`src/rtl/cspa_pkg.sv`:
```
// Shared types and constants for the canvas slot allocator and packer.
// Holds the slot map sizing, request and status codes, and the command and
// status structs that join the controller to the datapath.
package cspa_pkg;

    localparam int SLOT_COUNT  = 256;
    localparam int IDX_W       = $clog2(SLOT_COUNT);
    localparam int CHUNK_W     = (SLOT_COUNT < 64) ? SLOT_COUNT : 64;
    localparam int CHUNK_COUNT = (SLOT_COUNT + CHUNK_W - 1) / CHUNK_W;
    localparam int CHUNK_SEL_W = (CHUNK_COUNT > 1) ? $clog2(CHUNK_COUNT) : 1;
    localparam int OFF_W       = $clog2(CHUNK_W);
    localparam int PAD_W       = CHUNK_COUNT * CHUNK_W;
    localparam int PAD_IDX_W   = $clog2(PAD_W);

    localparam int MODE_W   = 2;
    localparam int SLOT_W   = 8;
    localparam int ADDR_W   = 32;
    localparam int STRIDE_W = 15;
    localparam int LINES_W  = 13;
    localparam int WRAP_W   = 2;
    localparam int BLOCK_W  = 2;
    localparam int ENDIAN_W = 4;
    localparam int STATUS_W = 2;
    localparam int WORD_W   = 32;

    localparam logic [MODE_W-1:0] MODE_ALLOC = 2'd0;
    localparam logic [MODE_W-1:0] MODE_FREE  = 2'd1;
    localparam logic [MODE_W-1:0] MODE_SETUP = 2'd2;

    localparam logic [STATUS_W-1:0] ST_OK       = 2'd0;
    localparam logic [STATUS_W-1:0] ST_NOT_USED = 2'd1;
    localparam logic [STATUS_W-1:0] ST_NO_FREE  = 2'd2;

    typedef struct packed {
        logic capture;
        logic step;
        logic commit;
    } cspa_cmd_t;

    typedef struct packed {
        logic is_alloc;
        logic hit;
        logic last;
        logic out_busy;
    } cspa_sts_t;

endpackage

```
`src/rtl/cspa_ctrl.sv`:
```
// Controller state machine for the canvas slot allocator and packer.
// Sequences capture, the chunked free-slot search and the result commit.
// Depends on cspa_pkg for the command and status structs.
module cspa_ctrl (
    input  logic                clk,
    input  logic                rst_n,
    input  logic                req_valid,
    output logic                req_stall,
    input  cspa_pkg::cspa_sts_t sts,
    output cspa_pkg::cspa_cmd_t cmd
);
    import cspa_pkg::*;

    localparam logic [1:0] S_IDLE   = 2'd0;
    localparam logic [1:0] S_SEARCH = 2'd1;
    localparam logic [1:0] S_FINISH = 2'd2;

    logic [1:0] state_reg;
    logic [1:0] state_next;

    always_comb
    begin
        state_next  = state_reg;
        req_stall   = 1'b1;
        cmd.capture = 1'b0;
        cmd.step    = 1'b0;
        cmd.commit  = 1'b0;
        unique case (state_reg)
            S_IDLE:
            begin
                req_stall   = 1'b0;
                cmd.capture = req_valid;
                if (req_valid)
                begin
                    state_next = S_SEARCH;
                end
            end
            S_SEARCH:
            begin
                cmd.step = 1'b1;
                if (!sts.is_alloc || sts.hit || sts.last)
                begin
                    state_next = S_FINISH;
                end
            end
            S_FINISH:
            begin
                if (!sts.out_busy)
                begin
                    cmd.commit = 1'b1;
                    state_next = S_IDLE;
                end
            end
            default:
            begin
                state_next = S_IDLE;
            end
        endcase
    end

    always_ff @(posedge clk or negedge rst_n)
    begin
        if (!rst_n)
        begin
            state_reg <= S_IDLE;
        end
        else
        begin
            state_reg <= state_next;
        end
    end

endmodule

```
`src/rtl/cspa_datapath.sv`:
```
// Datapath for the canvas slot allocator and packer: request registers,
// in-use slot map, chunked lowest-free search, word packing and result register.
// Depends on cspa_pkg for sizing, codes and the command and status structs.
module cspa_datapath (
    input  logic                             clk,
    input  logic                             rst_n,
    input  cspa_pkg::cspa_cmd_t              cmd,
    output cspa_pkg::cspa_sts_t              sts,
    input  logic [cspa_pkg::MODE_W-1:0]      mode,
    input  logic [cspa_pkg::SLOT_W-1:0]      slot,
    input  logic [cspa_pkg::ADDR_W-1:0]      base_address,
    input  logic [cspa_pkg::STRIDE_W-1:0]    stride_bytes,
    input  logic [cspa_pkg::LINES_W-1:0]     line_count,
    input  logic [cspa_pkg::WRAP_W-1:0]      wrap_mode,
    input  logic [cspa_pkg::BLOCK_W-1:0]     block_mode,
    input  logic [cspa_pkg::ENDIAN_W-1:0]    endian_mode,
    output logic                             rsp_valid,
    input  logic                             rsp_stall,
    output logic [cspa_pkg::STATUS_W-1:0]    status,
    output logic [cspa_pkg::SLOT_W-1:0]      granted_slot,
    output logic                             lut_write,
    output logic [cspa_pkg::SLOT_W-1:0]      lut_slot,
    output logic [cspa_pkg::WORD_W-1:0]      lut_low_word,
    output logic [cspa_pkg::WORD_W-1:0]      lut_high_word
);
    import cspa_pkg::*;

    logic [MODE_W-1:0]   mode_reg;
    logic [SLOT_W-1:0]   slot_reg;
    logic [ADDR_W-1:0]   addr_reg;
    logic [STRIDE_W-1:0] stride_reg;
    logic [LINES_W-1:0]  lines_reg;
    logic [WRAP_W-1:0]   wrap_reg;
    logic [BLOCK_W-1:0]  block_reg;
    logic [ENDIAN_W-1:0] endian_reg;

    logic [SLOT_COUNT-1:0]  map_reg;
    logic [SLOT_COUNT-1:0]  map_next;
    logic [CHUNK_SEL_W-1:0] chunk_reg;
    logic                   found_reg;
    logic [IDX_W-1:0]       found_idx_reg;

    logic [PAD_W-1:0]     map_pad;
    logic [CHUNK_W-1:0]   chunk_bits;
    logic                 chunk_hit;
    logic [OFF_W-1:0]     chunk_off;
    logic [IDX_W-1:0]     found_idx_next;

    logic                 slot_in_range;
    logic [IDX_W-1:0]     slot_idx;
    logic                 slot_used;
    logic [ADDR_W-1:0]    addr_sum;
    logic [STRIDE_W:0]    stride_sum;
    logic [12:0]          width_units;
    logic [WORD_W-1:0]    low_word;
    logic [WORD_W-1:0]    high_word;

    logic                 rsp_valid_reg;
    logic [STATUS_W-1:0]  status_reg;
    logic [SLOT_W-1:0]    granted_reg;
    logic                 lut_write_reg;
    logic [SLOT_W-1:0]    lut_slot_reg;
    logic [WORD_W-1:0]    low_word_reg;
    logic [WORD_W-1:0]    high_word_reg;

    logic [STATUS_W-1:0]  status_next;
    logic [SLOT_W-1:0]    granted_next;
    logic                 lut_write_next;
    logic [SLOT_W-1:0]    lut_slot_next;
    logic [WORD_W-1:0]    low_word_next;
    logic [WORD_W-1:0]    high_word_next;

    // Slots past the end of the map read as used so the search never picks them.
    always_comb
    begin
        map_pad                 = '1;
        map_pad[SLOT_COUNT-1:0] = map_reg;
        chunk_bits              = map_pad[chunk_reg * CHUNK_W +: CHUNK_W];
    end

    always_comb
    begin
        chunk_hit = 1'b0;
        chunk_off = '0;
        for (int j = CHUNK_W - 1; j >= 0; j--)
        begin
            if (!chunk_bits[j])
            begin
                chunk_hit = 1'b1;
                chunk_off = OFF_W'(j);
            end
        end
    end

    assign found_idx_next = IDX_W'(PAD_IDX_W'(chunk_reg) * PAD_IDX_W'(CHUNK_W)
                                   + PAD_IDX_W'(chunk_off));

    assign sts.is_alloc = (mode_reg == MODE_ALLOC);
    assign sts.hit      = chunk_hit;
    assign sts.last     = (chunk_reg == CHUNK_SEL_W'(CHUNK_COUNT - 1));
    assign sts.out_busy = rsp_valid_reg && rsp_stall;

    assign slot_in_range = ({1'b0, slot_reg} < (SLOT_W + 1)'(SLOT_COUNT));
    assign slot_idx      = slot_reg[IDX_W-1:0];
    assign slot_used     = slot_in_range && map_reg[slot_idx];

    assign addr_sum    = addr_reg + ADDR_W'(7);
    assign stride_sum  = {1'b0, stride_reg} + (STRIDE_W + 1)'(7);
    assign width_units = stride_sum[STRIDE_W:3];
    assign low_word    = {width_units[2:0], addr_sum[ADDR_W-1:3]};
    assign high_word   = {22'b0, width_units[12:3]}
                       | {10'b0, lines_reg, 9'b0}
                       | {8'b0, wrap_reg, 22'b0}
                       | {6'b0, block_reg, 24'b0}
                       | {2'b0, endian_reg, 26'b0};

    always_comb
    begin
        map_next       = map_reg;
        status_next    = ST_OK;
        granted_next   = '0;
        lut_write_next = 1'b0;
        lut_slot_next  = '0;
        low_word_next  = '0;
        high_word_next = '0;
        unique case (mode_reg)
            MODE_ALLOC:
            begin
                if (found_reg)
                begin
                    map_next[found_idx_reg] = 1'b1;
                    granted_next            = SLOT_W'(found_idx_reg);
                end
                else
                begin
                    status_next = ST_NO_FREE;
                end
            end
            MODE_FREE:
            begin
                if (slot_used)
                begin
                    map_next[slot_idx] = 1'b0;
                end
                else
                begin
                    status_next = ST_NOT_USED;
                end
            end
            MODE_SETUP:
            begin
                if (slot_used)
                begin
                    lut_write_next = 1'b1;
                    lut_slot_next  = slot_reg;
                    low_word_next  = low_word;
                    high_word_next = high_word;
                end
                else
                begin
                    status_next = ST_NOT_USED;
                end
            end
            default:
            begin
                status_next = ST_OK;
            end
        endcase
    end

    always_ff @(posedge clk)
    begin
        if (cmd.capture)
        begin
            mode_reg   <= mode;
            slot_reg   <= slot;
            addr_reg   <= base_address;
            stride_reg <= stride_bytes;
            lines_reg  <= line_count;
            wrap_reg   <= wrap_mode;
            block_reg  <= block_mode;
            endian_reg <= endian_mode;
        end
        if (cmd.step && chunk_hit)
        begin
            found_idx_reg <= found_idx_next;
        end
        if (cmd.commit)
        begin
            status_reg    <= status_next;
            granted_reg   <= granted_next;
            lut_write_reg <= lut_write_next;
            lut_slot_reg  <= lut_slot_next;
            low_word_reg  <= low_word_next;
            high_word_reg <= high_word_next;
        end
    end

    always_ff @(posedge clk or negedge rst_n)
    begin
        if (!rst_n)
        begin
            map_reg       <= '0;
            chunk_reg     <= '0;
            found_reg     <= 1'b0;
            rsp_valid_reg <= 1'b0;
        end
        else
        begin
            if (cmd.capture)
            begin
                chunk_reg <= '0;
                found_reg <= 1'b0;
            end
            else if (cmd.step)
            begin
                if (chunk_hit)
                begin
                    found_reg <= 1'b1;
                end
                else if (!sts.last)
                begin
                    chunk_reg <= chunk_reg + CHUNK_SEL_W'(1);
                end
            end
            if (cmd.commit)
            begin
                map_reg       <= map_next;
                rsp_valid_reg <= 1'b1;
            end
            else if (rsp_valid_reg && !rsp_stall)
            begin
                rsp_valid_reg <= 1'b0;
            end
        end
    end

    assign rsp_valid     = rsp_valid_reg;
    assign status        = status_reg;
    assign granted_slot  = granted_reg;
    assign lut_write     = lut_write_reg;
    assign lut_slot      = lut_slot_reg;
    assign lut_low_word  = low_word_reg;
    assign lut_high_word = high_word_reg;

endmodule

```
`src/rtl/canvas_slot_allocator_and_packer.sv`:
```
// Top level of the canvas slot allocator and packer.
// Joins the controller (cspa_ctrl) and the datapath (cspa_datapath); uses cspa_pkg.
//
// The block handles one request at a time. A request is captured into the
// request registers, then the in-use map is scanned 64 slots a cycle for the
// lowest free slot: an allocate scans up to four chunks until one holds a free
// slot, while free and setup leave after the first chunk. A final state then
// checks the slot, packs the lookup words and, once the output is not stalled,
// loads the result register. The next request is accepted while the previous
// result still waits in that register. All slots are free after reset.
module canvas_slot_allocator_and_packer (
    input  logic                             clk,
    input  logic                             rst_n,
    input  logic                             req_valid,
    output logic                             req_stall,
    input  logic [cspa_pkg::MODE_W-1:0]      mode,
    input  logic [cspa_pkg::SLOT_W-1:0]      slot,
    input  logic [cspa_pkg::ADDR_W-1:0]      base_address,
    input  logic [cspa_pkg::STRIDE_W-1:0]    stride_bytes,
    input  logic [cspa_pkg::LINES_W-1:0]     line_count,
    input  logic [cspa_pkg::WRAP_W-1:0]      wrap_mode,
    input  logic [cspa_pkg::BLOCK_W-1:0]     block_mode,
    input  logic [cspa_pkg::ENDIAN_W-1:0]    endian_mode,
    output logic                             rsp_valid,
    input  logic                             rsp_stall,
    output logic [cspa_pkg::STATUS_W-1:0]    status,
    output logic [cspa_pkg::SLOT_W-1:0]      granted_slot,
    output logic                             lut_write,
    output logic [cspa_pkg::SLOT_W-1:0]      lut_slot,
    output logic [cspa_pkg::WORD_W-1:0]      lut_low_word,
    output logic [cspa_pkg::WORD_W-1:0]      lut_high_word
);
    import cspa_pkg::*;

    cspa_cmd_t cmd;
    cspa_sts_t sts;

    cspa_ctrl u_ctrl (
        .clk       (clk),
        .rst_n     (rst_n),
        .req_valid (req_valid),
        .req_stall (req_stall),
        .sts       (sts),
        .cmd       (cmd)
    );

    cspa_datapath u_datapath (
        .clk           (clk),
        .rst_n         (rst_n),
        .cmd           (cmd),
        .sts           (sts),
        .mode          (mode),
        .slot          (slot),
        .base_address  (base_address),
        .stride_bytes  (stride_bytes),
        .line_count    (line_count),
        .wrap_mode     (wrap_mode),
        .block_mode    (block_mode),
        .endian_mode   (endian_mode),
        .rsp_valid     (rsp_valid),
        .rsp_stall     (rsp_stall),
        .status        (status),
        .granted_slot  (granted_slot),
        .lut_write     (lut_write),
        .lut_slot      (lut_slot),
        .lut_low_word  (lut_low_word),
        .lut_high_word (lut_high_word)
    );

    // The block is busy in the cycle after taking an item.
    a_busy_after_accept: assert property (@(posedge clk) disable iff (!rst_n)
        (req_valid && !req_stall) |=> req_stall)
        else $error("request accepted while a previous item was in flight");

    // A result is committed only while the controller holds off new items.
    a_commit_when_busy: assert property (@(posedge clk) disable iff (!rst_n)
        cmd.commit |-> req_stall && !cmd.capture)
        else $error("result committed while requests were open");

    // Lookup words are flagged only for a successful setup.
    a_lut_write_ok: assert property (@(posedge clk) disable iff (!rst_n)
        (rsp_valid && lut_write) |-> (status == ST_OK) && (granted_slot == '0))
        else $error("lookup write flagged on a failed or non-setup item");

    // A failed allocate never reports a granted slot.
    a_no_free_zero: assert property (@(posedge clk) disable iff (!rst_n)
        (rsp_valid && status == ST_NO_FREE) |-> (granted_slot == '0) && !lut_write)
        else $error("failed allocate carries a slot or lookup write");

endmodule
```
`config.mk`:
```
export PLATFORM = sky130hd
export DESIGN_NAME = canvas_slot_allocator_and_packer
export DESIGN_NICKNAME = d
export VERILOG_FILES = /design/src/rtl/cspa_pkg.sv /design/src/rtl/cspa_ctrl.sv /design/src/rtl/cspa_datapath.sv /design/src/rtl/canvas_slot_allocator_and_packer.sv
export SDC_FILE = /design/constraint.sdc
export NUM_CORES = 1
export LEC_CHECK = 0
export ABC_AREA = 1
export BUFFER_PORTS_ARGS = -buffer_cell sky130_fd_sc_hd__buf_2
export CORE_ASPECT_RATIO = 1.2
export CORE_MARGIN = 3
export CORE_UTILIZATION = 25
export CTS_CLUSTER_SIZE = 14
export DETAILED_ROUTE_END_ITERATION = 10
export PLACE_DENSITY = 0.43
export REMOVE_ABC_BUFFERS = 1
export SETUP_SLACK_MARGIN = 0.15
export SKIP_LAST_GASP = 1
export SYNTH_ARGS = -nofsm -noshare
export SYNTH_HDL_FRONTEND = slang
export SYNTH_SLANG_ARGS = --single-unit
```
`constraint.sdc`:
```
create_clock -name clk -period 6.1 [get_ports clk]
set_input_delay 0.915 -clock clk [delete_from_list [all_inputs] [get_ports clk]]
set_output_delay 0.915 -clock clk [all_outputs]
set_load 0.05 [all_outputs]
```
# Word level (Yosys, flattened, before mapping)
# Index checks and enable logic that the tools add are counted.
# word_totals
elab_cells,229
output_inout_bits,85
ff_bits,431
in_bits,82
# op_classes
n_eq_ne,12
mux,159
n_bitwise,7
n_lt_le_gt_ge,4
shift,1
add_sub_neg,4
reduce_logical,22
# ops
operator,count
two-way mux 256 bit,2
case mux 256 bit (2 select lines),1
two-way mux 6 bit,64
AND 256 bit,1
inverter 256 bit,1
bitwise OR 256 bit,1
indexed part select 256 x 9 -> 64 bit,1
two-way mux 1 bit,79
adder 32 x 3 -> 32 bit (second input constant),1
bitwise OR 32 x 24 -> 32 bit,1
bitwise OR 32 x 26 -> 32 bit,1
bitwise OR 32 x 30 -> 32 bit,1
bitwise OR 10 x 22 -> 22 bit,1
less-than comparator 8 x 9 -> 1 bit (second input constant),2
adder 15 x 3 -> 16 bit (second input constant),1
demux 1 bit (select 8 bit),2
greater-or-equal comparator 8 x 1 -> 1 bit (second input constant),2
two-way mux 2 bit,8
adder 8 x 6 -> 8 bit,1
binary-select mux 1 bit (select 8 bit),1
inequality test 2 bit (second input constant),4
nonzero test 2 bit,4
equality test 2 bit (second input constant),3
inequality test 2 x 1 -> 1 bit (second input constant),3
12 further kinds,23

# Depth between registers and ports, before layout
# Gate-level depths: netlist of the first run.
# logic_depth
word_depth,69
mapped_depth,67

# Cells and area by module
# Synthesis of the first run repeated with hierarchy kept, for this count alone.
# hier_totals
cells_unflattened,2679
area_unflattened_um2,22376.5
# modules_own_cells
module,cells_per_inst,seq_area_each_um2,area_each_um2,instances
cspa_datapath,2659,11521.0,22240.1,1
cspa_ctrl,20,50.0,136.4,1

# Worst setup path before layout of the first run
# OpenSTA, ideal clock, no wires.
# synth_path
path_kind,input to register
from,in rsp_stall
to,"reg u_datapath.granted_reg[0] (netlist: u_datapath.granted_slot[0]), enable pin"
setup_ns,0.521
arrival_ns,4.433
path_stages,3
required_time_ns,5.579
path_buffers,0
slack_ns,1.146
path_cell_list,nand2_1 -> inv_1 -> nor2_1
# synth_rtl
item,line_no,text
from (decl),canvas_slot_allocator_and_packer.sv:25,"input logic rsp_stall,"
to (signal assigned),cspa_datapath.sv:191,granted_reg <= granted_next;
to (decl),cspa_datapath.sv:60,logic [SLOT_W-1:0] granted_reg;

# Worst setup path in the final report of the first run
# layout_path
from,reg u_datapath.chunk_reg[0]
to,"reg u_datapath.found_idx_reg[0], data pin"
# layout_via
elab_chain_cells,66
# layout_lines
item,line_no,text
from (decl),cspa_datapath.sv:39,logic [CHUNK_SEL_W-1:0] chunk_reg;
from (signal assigned),cspa_datapath.sv:223,chunk_reg <= chunk_reg + CHUNK_SEL_W'(1);
indexed part select 256 x 9 -> 64 bit (*),cspa_datapath.sv:78,chunk_bits = map_pad[chunk_reg * CHUNK_W +: CHUNK_W];
two-way mux 6 bit (63 in a row),cspa_datapath.sv:87,if (!chunk_bits[j])
two-way mux 6 bit (*),cspa_datapath.sv:87,
adder 8 x 6 -> 8 bit (*),cspa_datapath.sv:96,+ PAD_IDX_W'(chunk_off));
to (signal assigned),cspa_datapath.sv:186,found_idx_reg <= found_idx_next;
to (decl),cspa_datapath.sv:41,logic [IDX_W-1:0] found_idx_reg;
# Mark *: on every way between the ends. The rest lies on a longest branch, timed or not.
# A chain may end at the register's enable or synchronous reset.

==> results of run 1 <==
-- kinds of logic after synthesis --
kind of cell | after synthesis
AOI/OAI and AO/OA | 1026
and+or+nand+nor | 758
buffers and inverters | 570
DFF | 429
adders and majority gates | 5
xor gates and xnor gates | 1
other | 1
-- placed cells by master, fill, tap and decap left out, types with 4 or more instances in the layout --
master	synthesis	layout
a21oi_1	248	248
a22oi_1	46	46
a31oi_1	5	5
a32oi_1	162	162
buf_12	0	13
buf_2	16	163
buf_4	9	53
clkbuf_1	171	14
clkbuf_16	0	53
clkbuf_8	0	9
clkinv_1	3	11
clkinv_2	0	6
dfrtp_1	262	260
edfxtp_1	167	167
ha_1	5	4
inv_1	333	331
inv_2	17	17
nand2_1	257	255
nand2_2	4	5
nand3_1	170	170
nand4_1	12	12
nor2_1	273	253
nor2_2	2	20
nor3_1	29	29
nor3b_1	7	7
o21ai_0	327	327
o21ai_1	4	4
o221ai_1	17	17
o22ai_1	99	99
o31ai_1	91	91
-- metal layers --
layer  vias up  share of wire (%)
met1     11100                 43
li1      10100                  -
met5         -                  0
met2      1001                 45
met3       182                8.2
met4         0                3.6
-- synth_stat cells, drive strengths merged (2+ instances only) --
cell,n,share of area [%]
a31oi,5,0.13
nor3b,7,0.22
edfxtp,167,21
nor3,29,0.62
ha,5,0.27
o221ai,17,0.64
o211ai,4,0.15
inv,351,5.6
nor2,275,4.4
nand3,170,3.6
a21oi,251,5.4
nand4,12,0.32
o22ai,100,2.7
clkinv,3,0.048
and2,2,0.053
a221oi,3,0.11
nand2,261,4.2
buf,45,1.1
a22o,2,0.075
o21a,2,0.064
o21ai,332,7.1
a32oi,162,6.1
a22oi,46,1.5
o2bb2ai,2,0.075
o21bai,3,0.096
clkbuf,171,2.7
o31ai,91,2.9
dfrtp,262,28
-- critical path: cells and delay by family (launching register included) --
family	cells	cell delay, ps
AND/OR/NAND/NOR	54	3200
flip-flops	1	540
AO/OA/AOI/OAI	3	470
buffers and inverters	3	780
-- final cells by class --
type                       count  area [sq um]
clock buffer                  76          1500
multi-input combinational   1792          9720
antenna                        2          5.00
timing repair buffer         230          1490
sequential                   429         11600
fill                        9867         65300
clock inverter                19           165
inverter                     354          1340
tap                         1240          1550
-- how the worst min path moves through the flow --
| stage | startpoint | slack, ps | endpoint |
|---|---|---|---|
| 2_1_floorplan | u_datapath.map_pad[52] | 500 | u_datapath.map_pad[52] |
| 3_3_place_gp | u_datapath.rsp_valid | 520 | u_datapath.rsp_valid |
| 3_5_place_dp | u_datapath.rsp_valid | 520 | u_datapath.rsp_valid |
| 4_1_cts | rst_n | 250 | u_datapath.map_pad[177] |
| 5_1_grt | rst_n | 280 | u_datapath.map_pad[59] |
| 6_report | rst_n | 250 | u_datapath.map_pad[177] |
-- power breakdown --
part	switching (mW)	total (mW)	internal, mW
logic	1.48	1.82	0.336
registers	0.0803	3.35	3.27
clock network	1.34	3.13	1.79
total	2.90	8.29	5.39
==> reports/metrics.yaml, run 1 <==
critical_path:
  cpMostUsedCell: "nand2_1"
  cp_max_fo: 41
  endpoint: "u_datapath.found_idx_reg[0]"
  required_ps: 6570
  critPathMaxStageDelay_ps: 540
  end_kind: "flop"
  start_kind: "flop"
  cp_slowest_cell: "dfrtp_4"
  rr_worst_depth: 60
  arrival_ps: 5640
  reg2reg_slack_ps: 930
  reg2reg_to: "u_datapath.found_idx_reg[0]"
  cp-startpoint: "u_datapath.chunk_reg[0]"
  worst-setup-path-type: "reg2reg"
  reg2reg_from: "u_datapath.chunk_reg[0]"
flow_run:
  max_cap_violations: 0
die:
  row_count: 122
  die_w_um: 286
  die_area_sq_um: 97500
  die_h_um: 341
  start_util_pct: 25.3
  ios: 167
  core_area_sq_um: 92700
synthesis:
  synth_compound_gate_area_share_pct: 27.2
  synth_edf_count: 167
  netlist_instances: 2790
  synthMuxAreaShare_pct: 0
  syn_avg_cell_area_sq_um: 8.40
  yosysSeqAreaShare_pct: 49.4
  synth_top_family_by_area: "compound AO/OA/AOI/OAI gates"
  yosys.area_share.simple_pct: 13.5
  synthXorXnorAreaFrac_pct: 0.0374
  yosysWarnings: 0
  ys.flop_type: "dfrtp_1"
  post_synth_num_cell_types: 50
  synthArstFlopShare_pct: 61.1
  synth_fa_ha_area_share_pct: 0.267
  syn_area_sq_um: 23400
  synth_seq_cells: 429
timing:
  setup_tns_ps: 0
  post-route-min-period_ps: 5170
  finalSetupViolations: 0
  finClkSkew_ps: 24.4
  rsz0062_at_grt: "no"
  hold_viol_final: 0
  max_freq_mhz: 193
  timing.hold.ws_ps: 251
  tightest_slew_ps: 1320
  maxSlewHeadroom_pct: 11.5
  slew_viol_final: 0
  period_share_pct: 84.7
  worst_slack_ps: 931
layout:
  layout.cells.non_filler: 4142
  layout-drive-gt1-share_pct: 12.4
  largest_reg_flops: 256
  nets: 2946
  area_growth_pct: 16.7
  final_area_sq_um: 27300
  finish.utilization_pct: 29.5
clock_tree:
  root_buffer: "clkbuf_16"
  cts_resized: 0
  clk-insertion-delay-late_ps: 620
  cts-htree-levels: 2
  path_clk_slew_ps: 60
  cts_tree: "yes"
  hold_buffers: 0
  cts-buffers-inserted: 52
  post_cts_buffers: 0
  cts.sinks: 429
  clk_path_buf_depth: 3
drt:
  drt_iter0_markers: 2374
  wl_per_cell_um: 24.7
  via_per_inst: 5.41
  drc_errors: 0
  first_pass_iters: 5
  drt.antenna.violating_nets: 0
  vias: 22400
  routed_wl_um: 102000
pwr:
  ir_drop_uv: 179
  power_mw: 8.29
  p_per_area_nw_per_um2: 303
  p_leak_nw: 11.0
place:
  place_inst: 4045
  gp_congestion: 0.884
  dp_hpwl_um: 65400
  pre_cts_slack_ps: 1030
  port_buffers: 164
  dpl_cell_area_sq_um: 25700
grt:
  grt_pass1_wl_um: 150000
  grt_util_met1_pct: 27.4
  grt_busiest_layer: "met2"
  grt_usage_pct: 20.3
  grtUsageMet3_pct: 3.78
  grt_max_degree: 100
  overflow: 0
  grtUsageMet2_pct: 32.7
  grt_pass1_vias: 21800
  antenna_found_initial: 2
worst_hold_path:
  min_path_type: "in2async"
status:
  status: "complete, no violations"
Power figures use the tool's default switching activity.
==> inputs of run 2 (changes only) <==
==> constraint.sdc (replaced) <==
create_clock -name clk -period 4.9 [get_ports clk]
set_input_delay 0.735 -clock clk [delete_from_list [all_inputs] [get_ports clk]]
set_output_delay 0.735 -clock clk [all_outputs]
set_load 0.05 [all_outputs]
==> run 2 against run 1 <==
Effect of this change:
- design area grew 1.9%
- maximum frequency grew 9.7%
- non-clock buffer count grew 36
- critical path depth grew 1
- routed wire length grew 0.63%
- clock skew grew 6.8 ps
- via count grew 0.48%
- core utilization grew 0.56 points
- combinational power grew 28%
==> reports/metrics.yaml, run 2 (same netlist as run 1, synthesis figures left out) <==
status:
  status: "complete, no violations"
timing:
  rsz0062_at_grt: "yes"
  post-route-min-period_ps: 4710
  max_freq_mhz: 212
  setup_tns_ps: 0
  period_share_pct: 96.2
  finClkSkew_ps: 31.2
  hold_viol_final: 0
  slew_viol_final: 0
  timing.hold.ws_ps: 94.6
  maxSlewHeadroom_pct: 16.9
  tightest_slew_ps: 1240
  finalSetupViolations: 0
critical_path:
  worst-setup-path-type: "reg2reg"
  start_kind: "flop"
  end_kind: "flop"
  required_ps: 5370
  cpMostUsedCell: "nand2_1"
  arrival_ps: 5180
  cp_slowest_cell: "dfrtp_4"
  cp_max_fo: 16
  critPathMaxStageDelay_ps: 510
flow_run:
  max_cap_violations: 0
layout:
  nets: 2984
  final_common_cell: "inv_1"
  area_growth_pct: 18.9
  finish.utilization_pct: 30.1
  layout.cells.non_filler: 4186
  largest_reg_flops: 256
  most-common-layout-cells: "331 x inv_1, 327 x o21ai_0, 260 x dfrtp_1, 250 x nand2_1, 248 x a21oi_1"
  final_area_sq_um: 27900
  layout-drive-gt1-share_pct: 14.2
die:
  core_area_sq_um: 92700
  die_h_um: 341
  die_area_sq_um: 97500
  die_w_um: 286
  row_count: 122
  start_util_pct: 25.3
  ios: 167
clock_tree:
  hold_buffers: 0
  post_cts_buffers: 0
  clk-insertion-delay-late_ps: 630
  cts-htree-levels: 2
  root_buffer: "clkbuf_16"
  path_clk_slew_ps: 70
  cts.sinks: 429
  cts_tree: "yes"
  cts-buffers-inserted: 54
  clk_path_buf_depth: 3
drt:
  drc_errors: 0
  wl_per_cell_um: 24.6
  routed_wl_um: 103000
  drt.antenna.violating_nets: 0
  vias: 22500
  drt_iter0_markers: 2362
  via_per_inst: 5.38
  first_pass_iters: 6
pwr:
  p_per_area_nw_per_um2: 376
  p_leak_nw: 11.3
  ir_drop_uv: 220
place:
  gp_congestion: 0.894
  dp_hpwl_um: 66500
  place_inst: 4081
  port_buffers: 164
  dpl_cell_area_sq_um: 26100
worst_hold_path:
  min_path_type: "in2async"
grt:
  overflow: 0
  grt_pass1_vias: 21800
  grt_usage_pct: 20.4
  grt_pass1_wl_um: 151000
  antenna_found_initial: 2
  grt_max_degree: 107
==> run 2: through the flow <==
stage               power (mW)  setup slack, ps
floorplan                 5.45            -3620
CTS                       10.5              152
global placement          6.55             81.6
global route              10.9             -409
detailed placement        6.54              174
finish                    10.5              188
==> run 2: where the power goes <==
group / total, mW / switching (mW) / internal (mW)
Clock: 3.97 / 1.69 / 2.29
Sequential: 4.17 / 0.102 / 4.07
Combinational: 2.33 / 1.86 / 0.468
Total: 10.5 / 3.65 / 6.82
==> run 2: layout make-up <==
cell class,instances,area (sq um)
inverter,354,1340
timing repair buffer,266,1900
clock buffer,73,1490
multi-input combinational,1792,9770
tap,1240,1550
clock inverter,28,228
sequential,429,11600
fill,9853,64800
antenna,4,10.0
==> run 2: final timing paths <==
kind | from | end | slack [ps] | cells after the start
worst min-delay path | rst_n | u_datapath.map_pad[248] | 90 | 1
worst min register to register | u_datapath.rsp_valid | u_datapath.rsp_valid | 540 | 2
max in group asynchronous | rst_n | u_datapath.map_pad[22] | 3700 | 2
min in group clk | slot[6] | u_datapath.slot_idx[6] | 290 | 1
worst max register to register | u_datapath.chunk_reg[0] | u_datapath.found_idx_reg[0] | 190 | 61
worst max-delay path | u_datapath.chunk_reg[0] | u_datapath.found_idx_reg[0] | 190 | 61
==> run 2: worst max-delay path: cells and delay by family, from the launching register on <==
family                 cells  cell delay (ps)
AND/OR/NAND/NOR           54             3140
flip-flops                 1              510
buffers and inverters      4              510
AO/OA/AOI/OAI              3              350
==> run 2: metal layers <==
metal	GRT usage, %	share of wire [%]
met5	0	0
met4	6.87	3.6
met3	3.98	7.7
met2	32.6	45
met1	27.7	43
==> run 2: repair_timing <==
action,4_1_cts,5_1_grt
pin swaps,0,4
gates resized for setup,1,18
setup endpoints to repair,1,5
